<file path="config.mk">
export PLATFORM = sky130hd
export DESIGN_NAME = linkwitz_riley_biquad_cascade_unit_flat
export DESIGN_NICKNAME = d
export VERILOG_FILES = /design/src/rtl/lrbc_pkg.sv /design/src/rtl/lrbc_if.sv /design/src/rtl/linkwitz_riley_biquad_cascade_unit.sv /design/src/rtl/lrbc_coef_regs.sv /design/src/rtl/lrbc_mac.sv /design/src/flat_wrapper.sv
export SDC_FILE = /design/constraint.sdc
export NUM_CORES = 2
export LEC_CHECK = 0
export BUFFER_PORTS_ARGS = -buffer_cell sky130_fd_sc_hd__buf_4
export CORE_MARGIN = 5
export CORE_UTILIZATION = 45
export CTS_CLUSTER_DIAMETER = 150
export DETAILED_ROUTE_END_ITERATION = 10
export PLACE_DENSITY_LB_ADDON = 0.25
export SYNTH_ARGS = -nofsm -noshare
export SYNTH_HDL_FRONTEND = slang
export SYNTH_SLANG_ARGS = --single-unit
export TNS_END_PERCENT = 5
</file>
<file path="constraint.sdc">
create_clock -name clk_i -period 12.4 [get_ports clk_i]
set_input_delay 1.24 -clock clk_i [delete_from_list [all_inputs] [get_ports clk_i]]
set_output_delay 1.24 -clock clk_i [all_outputs]
set_load 0.01 [all_outputs]
</file>
<file path="src/rtl/lrbc_pkg.sv">
`default_nettype none
// ----------------------------------------------------------------------------
// lrbc_pkg
// Shared types and constants for the LR4 biquad cascade unit.
// ----------------------------------------------------------------------------
package lrbc_pkg;

  localparam int SAMPLE_BITS    = 24;
  localparam int COEF_FRAC_BITS = 30;
  localparam int COEF_BITS      = 32;
  localparam int COEF_COUNT     = 5;
  localparam int CFG_IDX_BITS   = 3;
  localparam int PROD_BITS      = COEF_BITS + SAMPLE_BITS;
  localparam int ACC_BITS       = 64;

  typedef logic signed [SAMPLE_BITS-1:0] sample_t;
  typedef logic signed [COEF_BITS-1:0]   coef_t;
  typedef logic signed [PROD_BITS-1:0]   prod_t;
  typedef logic signed [ACC_BITS-1:0]    acc_t;

  // register indexes; also the tap order of one biquad pass
  typedef enum logic [CFG_IDX_BITS-1:0] {
    COEF_B0 = 3'd0,
    COEF_B1 = 3'd1,
    COEF_B2 = 3'd2,
    COEF_A1 = 3'd3,
    COEF_A2 = 3'd4
  } coef_idx_e;

  typedef enum logic [2:0] {
    ST_IDLE,
    ST_MUL,
    ST_DRAIN,
    ST_ROUND,
    ST_DONE
  } lrbc_state_e;

  typedef struct packed {
    logic clr;     // start a new accumulation
    logic mul_en;  // issue one product
    logic sub;     // product is a feedback term
  } mac_ctl_t;

  localparam coef_t COEF_ONE   = coef_t'(1) <<< COEF_FRAC_BITS;
  localparam acc_t  ROUND_HALF = acc_t'(1) <<< (COEF_FRAC_BITS - 1);
  localparam acc_t  SAT_HI     = (acc_t'(1) <<< (SAMPLE_BITS - 1)) - acc_t'(1);
  localparam acc_t  SAT_LO     = -(acc_t'(1) <<< (SAMPLE_BITS - 1));

endpackage
`default_nettype wire

</file>
<file path="src/rtl/lrbc_if.sv">
`default_nettype none
// ----------------------------------------------------------------------------
// lrbc_if
// Valid/ready channels for sample words into and out of the cascade unit.
// ----------------------------------------------------------------------------
interface lrbc_in_if;
  logic              valid;
  logic              ready;
  lrbc_pkg::sample_t sample_in;
  logic              block_last_in;

  modport source(output valid, output sample_in, output block_last_in, input ready);
  modport sink(input valid, input sample_in, input block_last_in, output ready);
endinterface

interface lrbc_out_if;
  logic              valid;
  logic              ready;
  lrbc_pkg::sample_t sample_out;
  logic              block_last_out;

  modport source(output valid, output sample_out, output block_last_out, input ready);
  modport sink(input valid, input sample_out, input block_last_out, output ready);
endinterface
`default_nettype wire

</file>
<file path="src/rtl/linkwitz_riley_biquad_cascade_unit.sv">
`default_nettype none
// ----------------------------------------------------------------------------
// linkwitz_riley_biquad_cascade_unit
// Fourth-order Linkwitz-Riley filter: two direct-form-I biquads in cascade
// sharing one coefficient set, on one shared multiply-accumulate unit.
// ----------------------------------------------------------------------------
// Usage:
//   in_if carries one sample word plus a block-end marker; out_if returns one
//   filtered word per input word, marker copied through. Coefficients b0..a2
//   (signed Q2.30) are written on cfg_we_i/cfg_idx_i/cfg_data_i while idle.
//   Each word runs, per stage, five products through the single 32x24
//   multiplier (ST_MUL), an accumulate drain step (ST_DRAIN) and a
//   round/saturate step (ST_ROUND); then the writeback step (ST_DONE).
//   in_if.ready is high only while the sequencer is idle, so a new word is
//   not taken until the last one has been written back. The output
//   register holds a finished word while the next one is accepted and
//   filtered; if the receiver still stalls at writeback, the sequencer waits
//   there and the filter history is not advanced until the output register
//   frees up.
//   Reset clears all history to zero and loads b0 = 1.0, others 0
//   (pass-through).
// ----------------------------------------------------------------------------
module linkwitz_riley_biquad_cascade_unit (
  input  wire logic                                clk_i,
  input  wire logic                                rst_ni,
  input  wire logic                                cfg_we_i,
  input  wire logic [lrbc_pkg::CFG_IDX_BITS-1:0]   cfg_idx_i,
  input  wire logic [lrbc_pkg::COEF_BITS-1:0]      cfg_data_i,
  lrbc_in_if.sink                                  in_if,
  lrbc_out_if.source                               out_if
);
  import lrbc_pkg::*;

  lrbc_state_e state_q, state_d;
  coef_idx_e   step_q, step_d;
  logic        stage_q, stage_d;

  coef_t    coef [COEF_COUNT];
  mac_ctl_t mac_ctl;
  coef_t    mac_coef;
  sample_t  mac_opnd;
  sample_t  mac_y;

  sample_t x_q, y1_q, y2_q;
  logic    last_q;
  sample_t in_h0_q, in_h1_q, o1_h0_q, o1_h1_q, o2_h0_q, o2_h1_q;
  sample_t out_sample_q;
  logic    out_last_q;
  logic    out_valid_q;

  logic accept;
  logic load_y1;
  logic load_y2;
  logic wb;

  lrbc_coef_regs u_coef_regs (
    .clk_i,
    .rst_ni,
    .cfg_we_i,
    .cfg_idx_i,
    .cfg_data_i,
    .coef_o (coef)
  );

  lrbc_mac u_mac (
    .clk_i,
    .rst_ni,
    .ctl_i  (mac_ctl),
    .coef_i (mac_coef),
    .opnd_i (mac_opnd),
    .y_o    (mac_y)
  );

  assign in_if.ready = (state_q == ST_IDLE);
  assign accept      = in_if.valid && in_if.ready;

  // operand select: stage two's input history is stage one's output history
  always_comb begin
    mac_coef = coef[step_q];
    unique case (step_q)
      COEF_B0: mac_opnd = stage_q ? y1_q    : x_q;
      COEF_B1: mac_opnd = stage_q ? o1_h0_q : in_h0_q;
      COEF_B2: mac_opnd = stage_q ? o1_h1_q : in_h1_q;
      COEF_A1: mac_opnd = stage_q ? o2_h0_q : o1_h0_q;
      COEF_A2: mac_opnd = stage_q ? o2_h1_q : o1_h1_q;
      default: mac_opnd = '0;
    endcase
  end

  always_ff @(posedge clk_i or negedge rst_ni) begin
    if (!rst_ni) begin
      state_q <= ST_IDLE;
      step_q  <= COEF_B0;
      stage_q <= 1'b0;
    end else begin
      state_q <= state_d;
      step_q  <= step_d;
      stage_q <= stage_d;
    end
  end

  always_comb begin
    state_d     = state_q;
    step_d      = step_q;
    stage_d     = stage_q;
    mac_ctl     = '0;
    load_y1     = 1'b0;
    load_y2     = 1'b0;
    wb          = 1'b0;
    unique case (state_q)
      ST_IDLE: begin
        if (accept) begin
          state_d = ST_MUL;
          step_d  = COEF_B0;
          stage_d = 1'b0;
        end
      end
      ST_MUL: begin
        mac_ctl.mul_en = 1'b1;
        mac_ctl.clr    = (step_q == COEF_B0);
        mac_ctl.sub    = (step_q == COEF_A1) || (step_q == COEF_A2);
        if (step_q == COEF_A2) begin
          state_d = ST_DRAIN;
        end else begin
          step_d = coef_idx_e'(step_q + 3'd1);
        end
      end
      ST_DRAIN: begin
        state_d = ST_ROUND;
      end
      ST_ROUND: begin
        if (!stage_q) begin
          load_y1 = 1'b1;
          stage_d = 1'b1;
          step_d  = COEF_B0;
          state_d = ST_MUL;
        end else begin
          load_y2 = 1'b1;
          state_d = ST_DONE;
        end
      end
      ST_DONE: begin
        if (!out_valid_q || out_if.ready) begin
          wb      = 1'b1;
          state_d = ST_IDLE;
        end
      end
      default: state_d = ST_IDLE;
    endcase
  end

  always_ff @(posedge clk_i) begin
    if (accept) begin
      x_q    <= in_if.sample_in;
      last_q <= in_if.block_last_in;
    end
    if (load_y1) begin
      y1_q <= mac_y;
    end
    if (load_y2) begin
      y2_q <= mac_y;
    end
    if (wb) begin
      out_sample_q <= y2_q;
      out_last_q   <= last_q;
    end
  end

  always_ff @(posedge clk_i or negedge rst_ni) begin
    if (!rst_ni) begin
      in_h0_q     <= '0;
      in_h1_q     <= '0;
      o1_h0_q     <= '0;
      o1_h1_q     <= '0;
      o2_h0_q     <= '0;
      o2_h1_q     <= '0;
      out_valid_q <= 1'b0;
    end else begin
      if (wb) begin
        in_h1_q     <= in_h0_q;
        in_h0_q     <= x_q;
        o1_h1_q     <= o1_h0_q;
        o1_h0_q     <= y1_q;
        o2_h1_q     <= o2_h0_q;
        o2_h0_q     <= y2_q;
        out_valid_q <= 1'b1;
      end else if (out_if.ready) begin
        out_valid_q <= 1'b0;
      end
    end
  end

  assign out_if.valid          = out_valid_q;
  assign out_if.sample_out     = out_sample_q;
  assign out_if.block_last_out = out_last_q;

endmodule
`default_nettype wire

</file>
<file path="src/rtl/lrbc_coef_regs.sv">
`default_nettype none
// ----------------------------------------------------------------------------
// lrbc_coef_regs
// Coefficient register file, written through the plain config port.
// ----------------------------------------------------------------------------
module lrbc_coef_regs (
  input  wire logic                                clk_i,
  input  wire logic                                rst_ni,
  input  wire logic                                cfg_we_i,
  input  wire logic [lrbc_pkg::CFG_IDX_BITS-1:0]   cfg_idx_i,
  input  wire logic [lrbc_pkg::COEF_BITS-1:0]      cfg_data_i,
  output lrbc_pkg::coef_t                          coef_o [lrbc_pkg::COEF_COUNT]
);
  import lrbc_pkg::*;

  coef_t coef_q [COEF_COUNT];

  always_ff @(posedge clk_i or negedge rst_ni) begin
    if (!rst_ni) begin
      coef_q[COEF_B0] <= COEF_ONE;
      coef_q[COEF_B1] <= '0;
      coef_q[COEF_B2] <= '0;
      coef_q[COEF_A1] <= '0;
      coef_q[COEF_A2] <= '0;
    end else if (cfg_we_i) begin
      unique case (coef_idx_e'(cfg_idx_i))
        COEF_B0: coef_q[COEF_B0] <= coef_t'(cfg_data_i);
        COEF_B1: coef_q[COEF_B1] <= coef_t'(cfg_data_i);
        COEF_B2: coef_q[COEF_B2] <= coef_t'(cfg_data_i);
        COEF_A1: coef_q[COEF_A1] <= coef_t'(cfg_data_i);
        COEF_A2: coef_q[COEF_A2] <= coef_t'(cfg_data_i);
        default: ;  // unmapped index, write dropped
      endcase
    end
  end

  assign coef_o = coef_q;

endmodule
`default_nettype wire

</file>
<file path="src/rtl/lrbc_mac.sv">
`default_nettype none
// ----------------------------------------------------------------------------
// lrbc_mac
// Shared multiply-accumulate unit with round-half-up and saturation.
// ----------------------------------------------------------------------------
module lrbc_mac (
  input  wire logic               clk_i,
  input  wire logic               rst_ni,
  input  wire lrbc_pkg::mac_ctl_t ctl_i,
  input  wire lrbc_pkg::coef_t    coef_i,
  input  wire lrbc_pkg::sample_t  opnd_i,
  output lrbc_pkg::sample_t       y_o
);
  import lrbc_pkg::*;

  prod_t prod;
  prod_t p_q;
  logic  pv_q;
  logic  sub_q;
  acc_t  acc_q;
  acc_t  acc_d;
  acc_t  addend;
  acc_t  rnd;
  acc_t  shf;

  assign prod = coef_i * opnd_i;

  always_ff @(posedge clk_i or negedge rst_ni) begin
    if (!rst_ni) begin
      pv_q  <= 1'b0;
      sub_q <= 1'b0;
    end else begin
      pv_q  <= ctl_i.mul_en;
      sub_q <= ctl_i.sub;
    end
  end

  always_ff @(posedge clk_i) begin
    if (ctl_i.mul_en) begin
      p_q <= prod;
    end
    acc_q <= acc_d;
  end

  always_comb begin
    addend = acc_t'(p_q);
    if (!pv_q) begin
      acc_d = ctl_i.clr ? '0 : acc_q;
    end else if (sub_q) begin
      acc_d = (ctl_i.clr ? '0 : acc_q) - addend;
    end else begin
      acc_d = (ctl_i.clr ? '0 : acc_q) + addend;
    end
  end

  // round half up, then clamp to the sample range
  assign rnd = acc_q + ROUND_HALF;
  assign shf = rnd >>> COEF_FRAC_BITS;

  always_comb begin
    if (shf > SAT_HI) begin
      y_o = SAT_HI[SAMPLE_BITS-1:0];
    end else if (shf < SAT_LO) begin
      y_o = SAT_LO[SAMPLE_BITS-1:0];
    end else begin
      y_o = shf[SAMPLE_BITS-1:0];
    end
  end

endmodule
`default_nettype wire
</file>
<file path="src/flat_wrapper.sv">
// flat-port wrapper written by rule: the top's interface ports become plain ports
module linkwitz_riley_biquad_cascade_unit_flat import lrbc_pkg::*;
  (clk_i, rst_ni, cfg_we_i, cfg_idx_i, cfg_data_i, in_if_valid, in_if_sample_in, in_if_block_last_in, in_if_ready, out_if_valid, out_if_sample_out, out_if_block_last_out, out_if_ready);
  lrbc_in_if in_if_i ();
  lrbc_out_if out_if_i ();
  input  wire logic clk_i;
  input  wire logic rst_ni;
  input  wire logic cfg_we_i;
  input  wire logic [lrbc_pkg::CFG_IDX_BITS-1:0] cfg_idx_i;
  input  wire logic [lrbc_pkg::COEF_BITS-1:0] cfg_data_i;
  input wire logic [$bits(in_if_i.valid)-1:0] in_if_valid;
  input wire logic [$bits(in_if_i.sample_in)-1:0] in_if_sample_in;
  input wire logic [$bits(in_if_i.block_last_in)-1:0] in_if_block_last_in;
  output wire logic [$bits(in_if_i.ready)-1:0] in_if_ready;
  output wire logic [$bits(out_if_i.valid)-1:0] out_if_valid;
  output wire logic [$bits(out_if_i.sample_out)-1:0] out_if_sample_out;
  output wire logic [$bits(out_if_i.block_last_out)-1:0] out_if_block_last_out;
  input wire logic [$bits(out_if_i.ready)-1:0] out_if_ready;
  assign in_if_i.valid = in_if_valid;
  assign in_if_i.sample_in = in_if_sample_in;
  assign in_if_i.block_last_in = in_if_block_last_in;
  assign in_if_ready = in_if_i.ready;
  assign out_if_valid = out_if_i.valid;
  assign out_if_sample_out = out_if_i.sample_out;
  assign out_if_block_last_out = out_if_i.block_last_out;
  assign out_if_i.ready = out_if_ready;
  linkwitz_riley_biquad_cascade_unit u_core (.clk_i(clk_i), .rst_ni(rst_ni), .cfg_we_i(cfg_we_i), .cfg_idx_i(cfg_idx_i), .cfg_data_i(cfg_data_i), .in_if(in_if_i), .out_if(out_if_i));
endmodule
</file>
==> impl_metrics.tcl <==
set metrics [dict create \
    first_iter_violations 2908 \
    finalHoldViolCount 0 \
    port_buffers 91 \
    grtUsageMet2_pct 39.5 \
    synth-seq-cells 532 \
    yosysMostFrequentCell "nand2_1" \
    synthCells 5662 \
    dieArea_um2 127000 \
    synth_nets 6731 \
    min_path_type "reg2reg" \
    fmax_mhz 94.1 \
    synthMuxAreaShare_pct 6.96 \
    slew_viol_final 0 \
    fin_setup_tns_ns 0 \
    cts-root-buf "clkbuf_16" \
    syn-cell-area_um2 54100 \
    die_w_um 357 \
    grt-ovfl-total 0 \
    fill_cells 11200 \
    rsz0062_at_grt "no" \
    yosys.area_share.xor_xnor_pct 3.22 \
    cts.path.max_buffers 3 \
    antenna_found_initial 1 \
    syn_area_per_cell_um2 9.55 \
    worstPathRequired_ns 12.78 \
    synthFlopType "dfrtp_1" \
    setup_viol_count_final 0 \
    htree_num_levels 2 \
    synth_top_area_cell "fa_1" \
    ys_async_sr_fraction_pct 59.0 \
    status "completed" \
    io_pins 92 \
    yosys_warnings 0 \
    worst_path_largest_cell_delay_ns 0.70 \
    relSlewSlack_pct 10.9 \
    grt_use_met1_pct 30.9 \
    fin_crit_sh_pct 85.7 \
    n_antenna_cell 0 \
    cap_violations 0 \
    fin_crit_ns 10.62 \
    cts_resized 0 \
    cts_sinks 532 \
    timing.critical_path.mode_cell "fa_1" \
    clk_pin_slew_ns 0.06 \
    path_class "reg2reg" \
    synth_cell_types 89 \
    start_util_pct 45.2 \
    cts_setup_buffers 0 \
    synthDominantCellAreaShare_pct 29.0 \
    final_net_count 6704 \
    cp.arrival_ns 11.00 \
    synth-simple-area-share_pct 14.0 \
    cts_tree "built" \
    top_usage_layer "met2" \
    synthTopCellsByCount "1083 x nand2_1, 895 x inv_1, 784 x fa_1, 349 x nor2_1, 313 x dfrtp_1" \
    drc 0 \
    synth_edf_count 154 \
    slowest_stage "a221o_1" \
    grt_pass1_wl_um 234000 \
    worstSetupStartpointType "flop" \
    fp.coreArea_um2 120000 \
    met3_usage_pct 4.10 \
    grt_use_total_pct 23.6 \
    skew_ns 0.0397 \
    ant_nets 0 \
    place.gp.congestion 0.903 \
    endpoint_kind "flop" \
    first_pass_iters 7 \
    layout-drive-gt1-share_pct 11.2 \
    ys_seq_area_share_pct 25.5 \
    cts_made_buffers 56 \
    die_h_um 357 \
    rows 127 \
    syn2layout_area_growth_pct 8.35 \
    wl_per_cell_um 20.4 \
    vias_per_cell 5.44 \
    first_global_vias 41400 \
    finalWirelength_um 149000 \
    worstHoldPathCells 0 \
    synthAdderAreaFrac_pct 34.1 \
    worst_pin_slew_ns 1.33 \
    path_max_fanout 25 \
    synth-compound-area-share_pct 8.09 \
    route.vias.total 39700 \
    reg2regPathDepth 34 \
    synthTopCellsByArea "fa_1 29%, dfrtp_1 14%, edfxtp_1 8.6%, nand2_1 7.5%, inv_1 6.2%" \
    holdBufCountCts 0 \
    hpwl_um 114000 \
    synth_top_family_by_area "adder cells" \
    grt_max_degree 119 \
    insertion_delay_ns 0.68 \
]
## worst max-delay path, delay by kind of cell (launching register included)
kind                     cells  cell delay [ns]
adder cells (fa/ha/maj)      9             4.38
AO/OA/AOI/OAI                9             2.52
AND/OR/NAND/NOR              6             1.38
buffers and inverters        9             1.33
flip-flops                   1             0.57
XOR/XNOR                     1             0.12
## cell usage in the layout, fill, tap and decap left out, drive strengths merged, types with 9 or more instances in the layout
master	instances
nand2	1083
inv	905
fa	784
nor2	349
dfrtp	313
mux2	277
ha	220
buf	182
a21oi	181
edfxtp	154
xnor2	148
and2	122
o21ai	103
a21o	90
clkbuf	75
dfxtp	64
nand3	52
xor2	51
nor3	44
a31oi	39
mux2i	34
o21a	33
a211oi	31
nand4	29
a22o	28
and3	25
a22oi	24
nand2b	22
a221o	21
nor2b	19
clkinv	18
o21bai	16
mux4	13
o211ai	11
a222oi	9
a221oi	9
## cell families after synthesis
| kind of cell | count (synthesis) |
|---|---|
| DFF | 532 |
| xor gates and xnor gates | 199 |
| adders and majority gates | 1004 |
| muxes | 324 |
| AOI/OAI and AO/OA | 647 |
| and+or+nand+nor | 1789 |
| buffers and inverters | 1167 |
## routing by layer
metal,part of all wire [%],up-vias
met3,7.0,340
met4,4.2,0
met2,48,1355
met5,0,-
li1,-,17800
met1,41,20100
## stage by stage
step | setup WS [ns] | hold WS, ns | instances | cell area, um2 | util (%)
global route | 1.24 | 0.439 | 7295 | 58600 | 49.0
detailed placement | 1.89 | 0.405 | 7189 | 56700 | 47.4
floorplan | 2.70 | 0.400 | 5662 | 54100 | -
global placement | 2.05 | 0.426 | 7189 | 56700 | 47.4
finish | 1.78 | 0.429 | 7295 | 58600 | 49.0
CTS | 1.83 | 0.438 | 7295 | 58600 | 49.0
## cell type report
class / count / area (um2) / share of cell area, %
multi-input combinational: 3963 / 36100 / 61.6
sequential: 532 / 13800 / 23.5
inverter: 900 / 3380 / 5.77
tap: 1612 / 2020 / 3.44
clock buffer: 75 / 1600 / 2.72
timing repair buffer: 182 / 1400 / 2.39
clock inverter: 31 / 329 / 0.562
## path summary, 6_finish.rpt
path / slack, ns / startpoint / to
min in group asynchronous: 0.55 / rst_ni / u_core.o2_h0_q[4]$_DFFE_PN0P_
worst max-delay path: 1.78 / u_core.step_q[0]$_DFFE_PN0P_ / u_core.u_mac.p_q[53]$_DFFE_PP_
worst min register to register: 0.43 / u_core.last_q$_DFFE_PP_ / u_core.out_if.block_last_out$_DFFE_PP_
worst min-delay path: 0.43 / u_core.last_q$_DFFE_PP_ / u_core.out_if.block_last_out$_DFFE_PP_
worst max register to register: 1.78 / u_core.step_q[0]$_DFFE_PN0P_ / u_core.u_mac.p_q[53]$_DFFE_PP_
max in group asynchronous: 9.73 / rst_ni / u_core.u_coef_regs.coef_o[59]$_DFFE_PN0P_
## flip-flops by register name (all words and copies together), names as in the netlist, 3 cells and up
register	flops
u_core.u_coef_regs.coef_o	160
u_core.u_mac.acc_q	64
u_core.u_mac.p_q	56
u_core.in_h0_q	24
u_core.in_h1_q	24
u_core.o1_h0_q	24
u_core.o1_h1_q	24
u_core.o2_h0_q	24
u_core.o2_h1_q	24
u_core.out_if.sample_out	24
u_core.x_q	24
u_core.y1_q	24
u_core.y2_q	24
u_core.state_q	3
u_core.step_q	3
Power is not shown: default switching activity piles up to over one toggle a cycle in this logic, so the estimate is an artifact.
